$ cat src/hdl/atam_pkg.sv
// ---------------------------------------------------------------------------
// atam_pkg : shared types and constants of the step / tilt / activity monitor
// Register indexes, reset levels, serial step count and the structs that
// carry configuration and results between the modules.
// ---------------------------------------------------------------------------
`default_nettype none

package atam_pkg;

  // Fixed-point format of the samples
  localparam int unsigned FracBits = 12;
  localparam logic [15:0] OneG     = 16'(1 << FracBits);

  // Default inactivity minute length in samples (80 ms ticks)
  localparam int unsigned SamplesPerMinute = 750;

  // Serial units: 16 multiplier bits, 16 root digits of two bits
  localparam int unsigned SerialSteps = 16;
  localparam int unsigned CntW        = $clog2(SerialSteps);

  // Register indexes on the configuration port
  localparam int unsigned CfgAddrW = 3;
  localparam logic [CfgAddrW-1:0] RegStepOn   = 3'd0;
  localparam logic [CfgAddrW-1:0] RegStepOff  = 3'd1;
  localparam logic [CfgAddrW-1:0] RegTiltOn   = 3'd2;
  localparam logic [CfgAddrW-1:0] RegTiltOff  = 3'd3;
  localparam logic [CfgAddrW-1:0] RegMotion   = 3'd4;
  localparam logic [CfgAddrW-1:0] RegStill    = 3'd5;
  localparam logic [CfgAddrW-1:0] RegDebounce = 3'd6;

  // Register reset values
  localparam logic [15:0] StepOnReset   = 16'd5120;
  localparam logic [15:0] StepOffReset  = 16'd4710;
  localparam logic [15:0] TiltOnReset   = 16'd2867;
  localparam logic [15:0] TiltOffReset  = 16'd2048;
  localparam logic [15:0] MotionReset   = 16'd1229;
  localparam logic [15:0] StillReset    = 16'd205;
  localparam logic [7:0]  DebounceReset = 8'd3;

  // Sequencer states
  typedef enum logic [2:0] {
    StIdle,
    StSquare,
    StLoad,
    StRoot,
    StCommit
  } atam_state_e;

  // Configuration registers
  typedef struct packed {
    logic        [15:0] step_on;
    logic        [15:0] step_off;
    logic signed [15:0] tilt_on;
    logic signed [15:0] tilt_off;
    logic        [15:0] motion;
    logic        [15:0] still;
    logic        [7:0]  debounce;
  } atam_cfg_t;

  // One result
  typedef struct packed {
    logic [31:0] step_total;
    logic        step_seen;
    logic        wake_pulse;
    logic        is_moving;
    logic [31:0] inactive_samples;
    logic [22:0] inactive_minutes;
  } atam_res_t;

  // Magnitude of a signed 16-bit sample; the most negative value gives 32768
  function automatic logic [15:0] abs16(input logic signed [15:0] v);
    logic [15:0] r;
    r = v[15] ? 16'(-v) : 16'(v);
    return r;
  endfunction

endpackage

`default_nettype wire

$ cat src/hdl/atam_sqr.sv
// ---------------------------------------------------------------------------
// atam_sqr : bit-serial squarer
// Shift-add multiply of an unsigned 16-bit value by itself, one multiplier
// bit per step; the result is ready after sixteen steps.
// ---------------------------------------------------------------------------
`default_nettype none

module atam_sqr (
  input  wire logic        clk_i,
  input  wire logic        load_i,
  input  wire logic        step_i,
  input  wire logic [15:0] operand_i,
  output logic      [31:0] square_o
);
  import atam_pkg::*;

  logic [15:0] mcand_q, mcand_d;
  logic [31:0] prod_q, prod_d;
  logic [16:0] hi_sum;

  // Add the multiplicand into the upper half when the low bit is set
  always_comb begin
    hi_sum  = {1'b0, prod_q[31:16]} + (prod_q[0] ? {1'b0, mcand_q} : 17'd0);
    mcand_d = mcand_q;
    prod_d  = prod_q;
    if (load_i) begin
      mcand_d = operand_i;
      prod_d  = {16'd0, operand_i};
    end else if (step_i) begin
      prod_d = {hi_sum, prod_q[15:1]};
    end
  end

  always_ff @(posedge clk_i) begin
    mcand_q <= mcand_d;
    prod_q  <= prod_d;
  end

  assign square_o = prod_q;

endmodule

`default_nettype wire

$ cat src/hdl/atam_isqrt.sv
// ---------------------------------------------------------------------------
// atam_isqrt : digit-serial integer square root
// Restoring root of a 32-bit radicand, two radicand bits per step; gives the
// floor root after sixteen steps.
// ---------------------------------------------------------------------------
`default_nettype none

module atam_isqrt (
  input  wire logic        clk_i,
  input  wire logic        load_i,
  input  wire logic        step_i,
  input  wire logic [31:0] radicand_i,
  output logic      [15:0] root_o
);
  import atam_pkg::*;

  logic [31:0] rad_q, rad_d;
  logic [16:0] rem_q, rem_d;
  logic [15:0] root_q, root_d;
  logic [18:0] rem_cat;
  logic [18:0] trial;
  logic        fits;

  // One root digit: bring down two bits, try 4*root+1
  always_comb begin
    rem_cat = {rem_q, rad_q[31:30]};
    trial   = {1'b0, root_q, 2'b01};
    fits    = (rem_cat >= trial);
    rad_d   = rad_q;
    rem_d   = rem_q;
    root_d  = root_q;
    if (load_i) begin
      rad_d  = radicand_i;
      rem_d  = '0;
      root_d = '0;
    end else if (step_i) begin
      rad_d  = {rad_q[29:0], 2'b00};
      rem_d  = fits ? 17'(rem_cat - trial) : rem_cat[16:0];
      root_d = {root_q[14:0], fits};
    end
  end

  always_ff @(posedge clk_i) begin
    rad_q  <= rad_d;
    rem_q  <= rem_d;
    root_q <= root_d;
  end

  assign root_o = root_q;

endmodule

`default_nettype wire

$ cat src/hdl/atam_track.sv
// ---------------------------------------------------------------------------
// atam_track : step, wrist-up and stillness trackers
// Works out the next tracker state from the magnitude and the Y sample and
// keeps it on commit; the still count carries a minute counter beside it.
// ---------------------------------------------------------------------------
`default_nettype none

module atam_track #(
  parameter int unsigned SAMPLES_PER_MINUTE = atam_pkg::SamplesPerMinute
) (
  input  wire logic                      clk_i,
  input  wire logic                      rst_ni,
  input  wire atam_pkg::atam_cfg_t       cfg_i,
  input  wire logic               [15:0] mag_i,
  input  wire logic signed        [15:0] accel_y_i,
  input  wire logic                      clear_i,
  input  wire logic                      commit_i,
  output atam_pkg::atam_res_t            res_o
);
  import atam_pkg::*;

  localparam int unsigned SubW = (SAMPLES_PER_MINUTE > 1) ? $clog2(SAMPLES_PER_MINUTE) : 1;
  localparam logic [SubW-1:0] SubLast = SubW'(SAMPLES_PER_MINUTE - 1);

  logic            step_high_q, step_high_d;
  logic            wrist_q, wrist_d;
  logic [31:0]     steps_q, steps_d;
  logic [7:0]      since_q, since_d;
  logic [31:0]     still_q, still_d;
  logic [SubW-1:0] sub_q, sub_d;
  logic [22:0]     mins_q, mins_d;
  logic            step_now, wake_now, moving;
  logic [15:0]     dev;

  always_comb begin
    step_high_d = step_high_q;
    wrist_d     = wrist_q;
    steps_d     = clear_i ? 32'd0 : steps_q;
    since_d     = (since_q == 8'hFF) ? since_q : since_q + 8'd1;
    still_d     = still_q;
    sub_d       = sub_q;
    mins_d      = mins_q;
    step_now    = 1'b0;
    wake_now    = 1'b0;

    // Step detector with debounce and hysteresis
    if (!step_high_q && (mag_i > cfg_i.step_on)) begin
      if (since_d > cfg_i.debounce) begin
        steps_d     = steps_d + 32'd1;
        since_d     = '0;
        step_high_d = 1'b1;
        step_now    = 1'b1;
      end
    end else if (step_high_q && (mag_i < cfg_i.step_off)) begin
      step_high_d = 1'b0;
    end

    // Wrist-up on signed Y
    if (!wrist_q && ($signed(accel_y_i) > $signed(cfg_i.tilt_on))) begin
      wrist_d  = 1'b1;
      wake_now = 1'b1;
    end else if (wrist_q && ($signed(accel_y_i) < $signed(cfg_i.tilt_off))) begin
      wrist_d = 1'b0;
    end

    // Deviation from one g
    dev    = (mag_i >= OneG) ? mag_i - OneG : OneG - mag_i;
    moving = (dev > cfg_i.motion);

    // Still count, saturating; minutes advance with it
    if (dev < cfg_i.still) begin
      if (still_q != '1) begin
        still_d = still_q + 32'd1;
        if (sub_q == SubLast) begin
          sub_d  = '0;
          mins_d = mins_q + 23'd1;
        end else begin
          sub_d = sub_q + SubW'(1);
        end
      end
    end else begin
      still_d = '0;
      sub_d   = '0;
      mins_d  = '0;
    end
  end

  always_ff @(posedge clk_i or negedge rst_ni) begin
    if (!rst_ni) begin
      step_high_q <= 1'b0;
      wrist_q     <= 1'b0;
      steps_q     <= '0;
      since_q     <= '0;
      still_q     <= '0;
      sub_q       <= '0;
      mins_q      <= '0;
    end else if (commit_i) begin
      step_high_q <= step_high_d;
      wrist_q     <= wrist_d;
      steps_q     <= steps_d;
      since_q     <= since_d;
      still_q     <= still_d;
      sub_q       <= sub_d;
      mins_q      <= mins_d;
    end
  end

  assign res_o = '{
    step_total:       steps_d,
    step_seen:        step_now,
    wake_pulse:       wake_now,
    is_moving:        moving,
    inactive_samples: still_d,
    inactive_minutes: mins_d
  };

endmodule

`default_nettype wire

$ cat src/hdl/accel_step_tilt_activity_monitor.sv
// ---------------------------------------------------------------------------
// accel_step_tilt_activity_monitor : pedometer, wrist-up and stillness monitor
// Usage:
//   Input channel (in_valid_i / in_stall_o) takes one request: a signed
//   Q3.12 three-axis sample plus a clear-steps bit. Output channel
//   (out_valid_o / out_stall_i) returns one result per request: step count,
//   step and wake flags, moving flag, still-sample count and still minutes.
//   A request passes from acceptance to the output register through
//   bit-serial squaring, a load of the sum, two-bit-per-step square root
//   and a commit, in that order. One request is in work at a time, so
//   the input stalls from acceptance on and reopens in the cycle after
//   commit; a new request is not taken before the last one is committed.
//   A finished result sits in the output register while the next request
//   is worked on; commit waits only if that register is still held by a
//   stalled receiver.
//   Configuration writes (cfg_we_i) take effect at once; indexes above the
//   register list are ignored. Reset loads the register defaults, clears
//   all trackers and empties the output register.
// ---------------------------------------------------------------------------
`default_nettype none

module accel_step_tilt_activity_monitor #(
  parameter int unsigned SAMPLES_PER_MINUTE = atam_pkg::SamplesPerMinute
) (
  input  wire logic                          clk_i,
  input  wire logic                          rst_ni,
  // configuration
  input  wire logic                          cfg_we_i,
  input  wire logic [atam_pkg::CfgAddrW-1:0] cfg_addr_i,
  input  wire logic [15:0]                   cfg_wdata_i,
  // input channel
  input  wire logic                          in_valid_i,
  output logic                               in_stall_o,
  input  wire logic signed [15:0]            accel_x_i,
  input  wire logic signed [15:0]            accel_y_i,
  input  wire logic signed [15:0]            accel_z_i,
  input  wire logic                          clear_steps_i,
  // output channel
  output logic                               out_valid_o,
  input  wire logic                          out_stall_i,
  output logic [31:0]                        step_total_o,
  output logic                               step_seen_o,
  output logic                               wake_pulse_o,
  output logic                               is_moving_o,
  output logic [31:0]                        inactive_samples_o,
  output logic [22:0]                        inactive_minutes_o
);
  import atam_pkg::*;

  atam_state_e        state_q, state_d;
  atam_cfg_t          cfg_q;
  logic [CntW-1:0]    cnt_q, cnt_d;
  logic signed [15:0] y_q;
  logic               clear_q;
  logic               accept;
  logic               out_free;
  logic               sq_load, sq_step, rt_load, rt_step, commit;
  logic [31:0]        sq_x, sq_y, sq_z;
  logic [31:0]        sum_sq;
  logic [15:0]        mag;
  atam_res_t          res, res_q;
  logic               out_valid_q, out_valid_d;

  // Configuration registers
  always_ff @(posedge clk_i or negedge rst_ni) begin
    if (!rst_ni) begin
      cfg_q.step_on  <= StepOnReset;
      cfg_q.step_off <= StepOffReset;
      cfg_q.tilt_on  <= TiltOnReset;
      cfg_q.tilt_off <= TiltOffReset;
      cfg_q.motion   <= MotionReset;
      cfg_q.still    <= StillReset;
      cfg_q.debounce <= DebounceReset;
    end else if (cfg_we_i) begin
      unique case (cfg_addr_i)
        RegStepOn:   cfg_q.step_on  <= cfg_wdata_i;
        RegStepOff:  cfg_q.step_off <= cfg_wdata_i;
        RegTiltOn:   cfg_q.tilt_on  <= cfg_wdata_i;
        RegTiltOff:  cfg_q.tilt_off <= cfg_wdata_i;
        RegMotion:   cfg_q.motion   <= cfg_wdata_i;
        RegStill:    cfg_q.still    <= cfg_wdata_i;
        RegDebounce: cfg_q.debounce <= cfg_wdata_i[7:0];
        default: ;
      endcase
    end
  end

  assign accept   = in_valid_i && !in_stall_o;
  assign out_free = !out_valid_q || !out_stall_i;

  // Sequencer: next state
  always_comb begin
    state_d = state_q;
    cnt_d   = cnt_q;
    unique case (state_q)
      StIdle: begin
        cnt_d = '0;
        if (in_valid_i) state_d = StSquare;
      end
      StSquare: begin
        cnt_d = cnt_q + CntW'(1);
        if (cnt_q == CntW'(SerialSteps - 1)) state_d = StLoad;
      end
      StLoad: begin
        cnt_d   = '0;
        state_d = StRoot;
      end
      StRoot: begin
        cnt_d = cnt_q + CntW'(1);
        if (cnt_q == CntW'(SerialSteps - 1)) state_d = StCommit;
      end
      StCommit: begin
        if (out_free) state_d = StIdle;
      end
      default: state_d = StIdle;
    endcase
  end

  // Sequencer: outputs
  always_comb begin
    in_stall_o = 1'b1;
    sq_load    = 1'b0;
    sq_step    = 1'b0;
    rt_load    = 1'b0;
    rt_step    = 1'b0;
    commit     = 1'b0;
    unique case (state_q)
      StIdle: begin
        in_stall_o = 1'b0;
        sq_load    = in_valid_i;
      end
      StSquare: sq_step = 1'b1;
      StLoad:   rt_load = 1'b1;
      StRoot:   rt_step = 1'b1;
      StCommit: commit  = out_free;
      default: ;
    endcase
  end

  always_ff @(posedge clk_i or negedge rst_ni) begin
    if (!rst_ni) begin
      state_q <= StIdle;
      cnt_q   <= '0;
    end else begin
      state_q <= state_d;
      cnt_q   <= cnt_d;
    end
  end

  // Request fields needed after the arithmetic
  always_ff @(posedge clk_i) begin
    if (accept) begin
      y_q     <= accel_y_i;
      clear_q <= clear_steps_i;
    end
  end

  // Squares of the three axes
  atam_sqr u_sqr_x (
    .clk_i    (clk_i),
    .load_i   (sq_load),
    .step_i   (sq_step),
    .operand_i(abs16(accel_x_i)),
    .square_o (sq_x)
  );

  atam_sqr u_sqr_y (
    .clk_i    (clk_i),
    .load_i   (sq_load),
    .step_i   (sq_step),
    .operand_i(abs16(accel_y_i)),
    .square_o (sq_y)
  );

  atam_sqr u_sqr_z (
    .clk_i    (clk_i),
    .load_i   (sq_load),
    .step_i   (sq_step),
    .operand_i(abs16(accel_z_i)),
    .square_o (sq_z)
  );

  // Each square is at most 2^30, so the sum stays within 32 bits
  assign sum_sq = sq_x + sq_y + sq_z;

  atam_isqrt u_isqrt (
    .clk_i     (clk_i),
    .load_i    (rt_load),
    .step_i    (rt_step),
    .radicand_i(sum_sq),
    .root_o    (mag)
  );

  atam_track #(
    .SAMPLES_PER_MINUTE(SAMPLES_PER_MINUTE)
  ) u_track (
    .clk_i    (clk_i),
    .rst_ni   (rst_ni),
    .cfg_i    (cfg_q),
    .mag_i    (mag),
    .accel_y_i(y_q),
    .clear_i  (clear_q),
    .commit_i (commit),
    .res_o    (res)
  );

  // Output register
  always_comb begin
    out_valid_d = out_valid_q;
    if (commit) begin
      out_valid_d = 1'b1;
    end else if (out_valid_q && !out_stall_i) begin
      out_valid_d = 1'b0;
    end
  end

  always_ff @(posedge clk_i or negedge rst_ni) begin
    if (!rst_ni) begin
      out_valid_q <= 1'b0;
    end else begin
      out_valid_q <= out_valid_d;
    end
  end

  always_ff @(posedge clk_i) begin
    if (commit) res_q <= res;
  end

  assign out_valid_o        = out_valid_q;
  assign step_total_o       = res_q.step_total;
  assign step_seen_o        = res_q.step_seen;
  assign wake_pulse_o       = res_q.wake_pulse;
  assign is_moving_o        = res_q.is_moving;
  assign inactive_samples_o = res_q.inactive_samples;
  assign inactive_minutes_o = res_q.inactive_minutes;

  // Checks
  a_busy_after_accept : assert property (@(posedge clk_i) disable iff (!rst_ni)
    accept |=> in_stall_o)
    else $error("input not stalled after a request was taken");

  a_commit_shows : assert property (@(posedge clk_i) disable iff (!rst_ni)
    commit |=> out_valid_o)
    else $error("committed result not presented");

  a_minutes_follow : assert property (@(posedge clk_i) disable iff (!rst_ni)
    (out_valid_o && inactive_samples_o == 32'd0) |-> (inactive_minutes_o == 23'd0))
    else $error("minutes nonzero with no still samples");

endmodule

`default_nettype wire
$ cat config.mk
export PLATFORM = sky130hd
export DESIGN_NAME = accel_step_tilt_activity_monitor
export DESIGN_NICKNAME = d
export VERILOG_FILES = /design/src/hdl/atam_pkg.sv /design/src/hdl/atam_sqr.sv /design/src/hdl/atam_isqrt.sv /design/src/hdl/atam_track.sv /design/src/hdl/accel_step_tilt_activity_monitor.sv
export SDC_FILE = /design/constraint.sdc
export NUM_CORES = 1
export LEC_CHECK = 0
export BUFFER_PORTS_ARGS = -buffer_cell sky130_fd_sc_hd__buf_2
export CAP_MARGIN = 30
export CORE_MARGIN = 4
export CORE_UTILIZATION = 47
export DETAILED_ROUTE_END_ITERATION = 10
export GPL_ROUTABILITY_DRIVEN = 1
export PLACE_DENSITY = 0.66
export SYNTH_ARGS = -nofsm -noshare
export SYNTH_HDL_FRONTEND = slang
export SYNTH_SLANG_ARGS = --single-unit
$ cat constraint.sdc
create_clock -name clk_i -period 4.2 [get_ports clk_i]
set_input_delay 0.21 -clock clk_i [delete_from_list [all_inputs] [get_ports clk_i]]
set_output_delay 0.21 -clock clk_i [all_outputs]
set_load 0.05 [all_outputs]
---- Word-level counts from Yosys, hierarchy flattened ----
Index checks and enable logic that the tools add are counted.
cells by class
  equality and inequality tests ........... 20
  multiplexer cells ....................... 51
  $lt $le $gt $ge ......................... 9
  add/sub/neg operators ................... 17
  reductions and logical operators ........ 32
operator list
  cell                                                                  number
  2-to-1 mux 32 bit                                                     7
  2-to-1 mux 16 bit                                                     13
  2-to-1 mux 23 bit                                                     3
  adder 32 x 1 -> 32 bit (second input constant)                        2
  adder 32 bit                                                          2
  adder 16 x 16 -> 17 bit                                               3
  > comparator 16 bit                                                   3
  less-than comparator 16 bit                                           3
  negator 16 bit                                                        3
  inequality test 32 bit (second input constant)                        1
  2-to-1 mux 10 bit                                                     3
  2-to-1 mux 8 bit                                                      3
  adder 23 x 1 -> 23 bit (second input constant)                        1
  greater-or-equal comparator 19 x 18 -> 1 bit                          1
  AND reduction 2 bit                                                   9
  2-to-1 mux 17 bit                                                     1
  subtractor 17 bit                                                     1
  greater-or-equal comparator 16 x 13 -> 1 bit (second input constant)  1
  subtractor 13 x 16 -> 16 bit (first input constant)                   1
  subtractor 16 x 13 -> 16 bit (second input constant)                  1
  2-to-1 mux 1 bit                                                      15
  one-hot mux 3 bit (5 select lines)                                    1
  equality test 3 x 2 -> 1 bit (second input constant)                  4
  equality test 3 bit (second input constant)                           4
  19 further kinds                                                      43
storage, ports and cells
  flip-flop bits (word level) ............. 535
  output and inout port bits .............. 92
  word-level logic and storage cells ...... 166
  input bits .............................. 73

---- Logic depth before layout (Yosys ltp) ----
  depth after elaboration ................. 5
  gate-level depth with buffers ........... 18
  mapped depth without buffers ............ 17

---- Hierarchy ----
From an unflattened synthesis, not the netlist that was laid out.
unflattened totals
  cell total of the unflattened synthesis .. 3,208
  area, all modules ....................... 32,947.8 µm²
by module, submodules not included
  module                            area an instance (µm²)  seq. area each (µm²)  cells each  instances
  accel_step_tilt_activity_monitor  10,722.8                6,052.1               789         1
  atam_track                        10,664.0                2,677.6               1,363       1
  atam_sqr                          2,592.5                 1,281.2               228         3
  atam_isqrt                        3,783.6                 1,621.6               372         1

---- Worst setup path before layout ----
Ideal clock, no wire load.
  path kind ............................... register to register
  start ................................... reg out_valid_q (netlist: out_valid_o)
  end ..................................... reg u_track.still_q[6]
  buffers on the path ..................... 2
  required time ........................... 4.078 ns
  path slack .............................. -0.322 ns
  library setup time ...................... 0.122 ns
  stages on the path, launching flop included .. 8
  arrival ................................. 4.401 ns
  path through ............................ dfrtp_1 -> nand2_1 -> nand3_1 -> inv_1 -> clkbuf_1 -> clkbuf_1 -> o21ai_0 -> o21a_1
between the ends
  word-level cells in the longest chain between the ends .. 3
ends and longest elaborated chain
  item                      line                                     text
  start: declaration        accel_step_tilt_activity_monitor.sv:62   logic out_valid_q, out_valid_d;
  start signal: assignment  accel_step_tilt_activity_monitor.sv:221  out_valid_q <= out_valid_d;
  zero test 1 bit           accel_step_tilt_activity_monitor.sv:89   assign out_free = !out_valid_q || !out_stall_i;
  logical OR 1 bit          accel_step_tilt_activity_monitor.sv:89
  2-to-1 mux 1 bit          accel_step_tilt_activity_monitor.sv:127  unique case (state_q)
  named net commit          accel_step_tilt_activity_monitor.sv:57   logic sq_load, sq_step, rt_load, rt_step, commit;
  end signal: assignment    atam_track.sv:102                        still_q <= still_d;
  end: declaration          atam_track.sv:29                         logic [31:0] still_q, still_d;
The timed path passes the listed nets, and every way through them passes these cells.
A chain may end at the register's enable or synchronous reset.

---- Final worst setup path ----
  start ................................... reg u_isqrt.root_q[6] (netlist: u_isqrt.root_o[6])
  end ..................................... reg u_track.sub_q[7]
between the ends
  word-level cells in the longest chain between the ends .. 5
  elaborated cells on any way between the ends .. 8
  those cells by class .................... add/sub: 2; order compare: 2; eq/ne: 1; mux: 2; reduce/logical: 1
ends and longest elaborated chain
  item                                                  line               text
  start: declaration                                    atam_isqrt.sv:19   logic [15:0] root_q, root_d;
  start signal: assignment                              atam_isqrt.sv:46   root_q <= root_d;
  subtractor 13 x 16 -> 16 bit (tied with other cells)  atam_track.sv:67   dev = (mag_i >= OneG) ? mag_i - OneG : OneG - mag_i;
  2-to-1 mux 16 bit *                                   atam_track.sv:67
  less-than comparator 16 bit *                         atam_track.sv:71   if (dev < cfg_i.still) begin
  inequality test 2 bit (no source line)                --
  AND reduction 2 bit (no source line)                  --
  end signal: assignment                                atam_track.sv:103  sub_q <= sub_d;
  end: declaration                                      atam_track.sv:30   logic [SubW-1:0] sub_q, sub_d;
Every way passes the cells marked *; elsewhere a longest branch is shown, timed or not.

==> impl_metrics.py <==
metrics = {
    "pwr": {
        "power.density_mw_per_mm2": 874.1,
        "leakagePower_nw": 15.38,
        "clockPowerShare_pct": 18.0,
        "internal-power_w": 0.01765,
        "irDropWorstVdd_v": 0.0008593,
        "p_seq_share_pct": 26.0,
        "p_comb_share_pct": 56.0,
        "power.total_w": 0.03147,
        "power.switching_w": 0.01382,
        "switching_share_pct": 43.93,
    },
    "hold_path": {
        "holdPathEnd": "u_sqr_z.mcand_q[1]$_DFFE_PP_",
        "hold_class": "in2reg",
        "min_from": "accel_z_i[1]",
        "whs_path_depth": 3,
    },
    "detailed_routing": {
        "dr.pass1.iters": 6,
        "dr.first_iter.drc_count": 1789,
        "drcViolationCount": 0,
        "routed-via-count": 24060,
        "antenna_left": 0,
        "drt-vias-per-instance": 5.471,
        "wl_um": 76290,
        "routedWlPerCell_um": 17.35,
    },
    "grt": {
        "track_usage_pct": 21.27,
        "gr-total-overflow": 0,
        "grt_max_degree": 108,
        "antenna_found_initial": 1,
        "grt_pass1_wl_um": 123600,
        "grt_pass1_vias": 23240,
    },
    "placement": {
        "place_inst": 4221,
        "portBuffers": 164,
        "dp_hpwl_um": 54450,
        "routabilityCongestion": 0.8933,
        "placed_cell_area_mm2": 0.03320,
    },
    "die": {
        "num_rows": 94,
        "initial_utilization_pct": 47.57,
        "die_h_um": 266.2,
        "die_area_mm2": 0.07086,
        "num_io_pins": 165,
        "fp.dieW_um": 266.2,
        "coreArea_mm2": 0.06586,
    },
    "clock_network": {
        "numCtsBuffers": 57,
        "worstSkewPairLatency_ns": 0.63,
        "clockRootBuffer": "clkbuf_16",
        "cts.sinks": 534,
        "cts_htree_levels": 2,
        "cts_tree": "built",
        "path_clk_slew_ns": 0.06,
        "cts_buffer_depth": 3,
    },
    "logic_synthesis": {
        "synth_edf_count": 234,
        "ys_ff_latch": 534,
        "synthArstFlopShare_pct": 41.01,
        "syn-num-nets": 3594,
        "avgSynthCellArea_um2": 9.567,
        "netlist_instances": 3275,
        "synth-main-ff-cell": "edfxtp_1",
        "yosysWarnings": 0,
        "ys_seq_area_share_pct": 45.21,
        "synthDistinctLibCells": 89,
        "synth_area_mm2": 0.03133,
    },
    "layout": {
        "final_common_cell": "nand2_1",
        "multi_input_area_mm2": 0.01600,
        "nFillCells": 5859,
        "design_area_mm2": 0.03600,
        "fin_cells": 4397,
        "post-route-util_pct": 54.67,
        "final_cell_mix": "nand2_1, o21ai_0, edfxtp_1",
        "drive_gt1_share_pct": 12.97,
        "seq_area_mm2": 0.01416,
        "area_growth_pct": 14.91,
        "fin_nets": 3802,
    },
    "outcome": {
        "status": "completed",
    },
    "worst_setup_path": {
        "critPathLaunchType": "flip-flop",
        "rr_startpoint": "u_isqrt.root_o[6]$_SDFFE_PP0N_",
        "r2r_setup_slack_ns": 0.29,
        "cp_max_fo": 21,
        "crit_required_ns": 4.74,
        "rr_worst_depth": 16,
        "cp-end-kind": "flip-flop",
        "crit_type": "reg2reg",
        "arrival_ns": 4.45,
        "r2r_end": "u_track.sub_q[7]$_DFFE_PN0P_",
    },
    "sta": {
        "hold_violations": 0,
        "maxSlewHeadroom_pct": 32.58,
        "max_freq_mhz": 255.8,
        "slew_violations": 0,
        "min_period_over_period_pct": 93.07,
        "max_slew.worst_pin.slew_ns": 1.006,
        "skew_ns": 0.01984,
        "setup_viol": 0,
        "fin_crit_ns": 3.909,
    },
    "flow_run": {
        "max_cap_violations": 0,
    },
}
## state kept, by name (all words and copies together) (netlist names), 16 cells and up
register and cells:
u_isqrt.rem_q 17, u_track.mins_q 23, cfg_q 104, u_track.steps_q 32, u_sqr_z.square_o 32, u_sqr_x.square_o 32
u_isqrt.rad_q 32, u_sqr_x.mcand_q 16, y_q 16, u_isqrt.root_o 16, inactive_samples_o 32, u_track.still_q 32
step_total_o 32, u_sqr_y.square_o 32, u_sqr_z.mcand_q 16, inactive_minutes_o 23
## kinds of logic (layout without fill, tap and decap cells)
family	Yosys count	in the layout	share of synthesized area, %
multiplexers	70	70	2.428
AO/OA/AOI/OAI	773	773	14.74
other	0	1	0
adder cells (fa/ha/maj)	246	246	10.66
XOR/XNOR	198	198	5.535
flip-flops	534	534	45.21
buffers and inverters	320	577	3.989
AND/OR/NAND/NOR	1134	1134	17.44
## layer usage
| layer | global-route usage, % | vias to the layer above | part of all wire [%] |
|---|---|---|---|
| met1 | 29.61 | 11350 | 45 |
| met3 | 2.733 | 147 | 4.4 |
| li1 | - | 12020 | - |
| met5 | 0 | - | 0 |
| met4 | 6.334 | 0 | 3.0 |
| met2 | 34.99 | 548 | 47 |
## worst max-delay path by stage
| stage | startpoint | end | slack (ns) | cells after the start |
|---|---|---|---|---|
| final | u_isqrt.root_o[6]$_SDFFE_PP0N_ | u_track.sub_q[7]$_DFFE_PN0P_ | 0.29 | 16 |
| after CTS | u_track.since_q[0]$_DFFE_PN0P_ | step_total_o[15]$_DFFE_PP_ | 0.19 | 17 |
| after global routing | u_isqrt.root_o[6]$_SDFFE_PP0N_ | u_track.sub_q[7]$_DFFE_PN0P_ | -0.004 | 16 |
| after detailed placement | u_track.since_q[0]$_DFFE_PN0P_ | step_total_o[21]$_DFFE_PP_ | 0.25 | 16 |
| after floorplan | state_q[1]$_DFFE_PN0P_ | clear_q$_DFFE_PP_ | 0.48 | 6 |
| after global placement | u_isqrt.root_o[0]$_SDFFE_PP0N_ | u_track.sub_q[0]$_DFFE_PN0P_ | 0.28 | 17 |
## Yosys cell counts (all sizes together), types with 21 or more instances
| cell | n | share of area [%] |
|---|---|---|
| nand2 | 508 | 6.1 |
| nor3 | 50 | 0.94 |
| o22ai | 21 | 0.42 |
| and3 | 40 | 0.84 |
| and2 | 54 | 1.1 |
| edfxtp | 234 | 22 |
| dfxtp | 81 | 5.2 |
| inv | 189 | 2.3 |
| fa | 35 | 2.2 |
| o21ai | 337 | 5.4 |
| nand2b | 33 | 0.68 |
| clkbuf | 109 | 1.3 |
| dfstp | 29 | 2.4 |
| nor2 | 198 | 2.4 |
| or3 | 24 | 0.48 |
| nor2b | 27 | 0.56 |
| nand3 | 73 | 1.2 |
| dfrtp | 190 | 15 |
| a21oi | 164 | 2.6 |
| xor2 | 66 | 1.8 |
| nand4 | 42 | 0.91 |
| xnor2 | 132 | 3.7 |
| buf | 22 | 0.41 |
| mux2i | 22 | 0.70 |
| mux2 | 48 | 1.7 |
| o31ai | 40 | 0.96 |
| ha | 211 | 8.4 |
| a21o | 64 | 1.5 |
## worst max-delay path: stages (launching register included)
cell,delay [ns]
dfxtp_1,0.36
nor4_2,0.35
and3_1,0.24
and2_1,0.19
a21o_1,0.26
a31oi_1,0.09
xnor2_1,0.30
ha_1,0.30
a21o_1,0.18
a21oi_1,0.18
o21ai_0,0.12
a21oi_1,0.24
o21ai_4,0.16
nor2_1,0.22
buf_12,0.21
nand2_1,0.13
o31ai_1,0.25
## area by class of cell
class                           count  share of cell area (%)
Multi-Input combinational cell   2421                   44.45
Sequential cell                   534                   39.34
Timing Repair Buffer              280                   5.345
Clock buffer                       73                   4.351
Tap cell                          864                   3.003
Inverter                          189                   1.991
Clock inverter                     35                   1.515
Antenna cell                        1                0.006950
## stage by stage
step / TNS [ns] / hold slack (ns) / setup slack (ns)
3_3_place_gp: 0 / 0.3111 / 0.2832
6_report: 0 / 0.06988 / 0.2910
3_5_place_dp: 0 / 0.3082 / 0.2486
4_1_cts: 0 / 0.02566 / 0.1861
5_1_grt: -0.003586 / 0.05751 / -0.003586
2_1_floorplan: 0 / -0.08559 / 0.4772
## power by group through the flow
| stage | Clock, W | Sequential (W) | Combinational, W |
|---|---|---|---|
| finish | 0.00566 | 0.00819 | 0.0176 |
| global route | 0.00600 | 0.00834 | 0.0199 |
| CTS | 0.00578 | 0.00822 | 0.0175 |
| detailed placement | 0 | 0.00831 | 0.0173 |
| global placement | 0 | 0.00829 | 0.0171 |
| floorplan | 0 | 0.00802 | 0.0132 |
## what timing repair did
item | 4_1_cts | 5_1_grt
setup buffers | 0 | 3
setup endpoints to repair | 0 | 29
endpoints found under the hold margin | 234 | 0
resized for setup | 0 | 7
hold buffers | 63 | 0
Power figures use the tool's default switching activity.
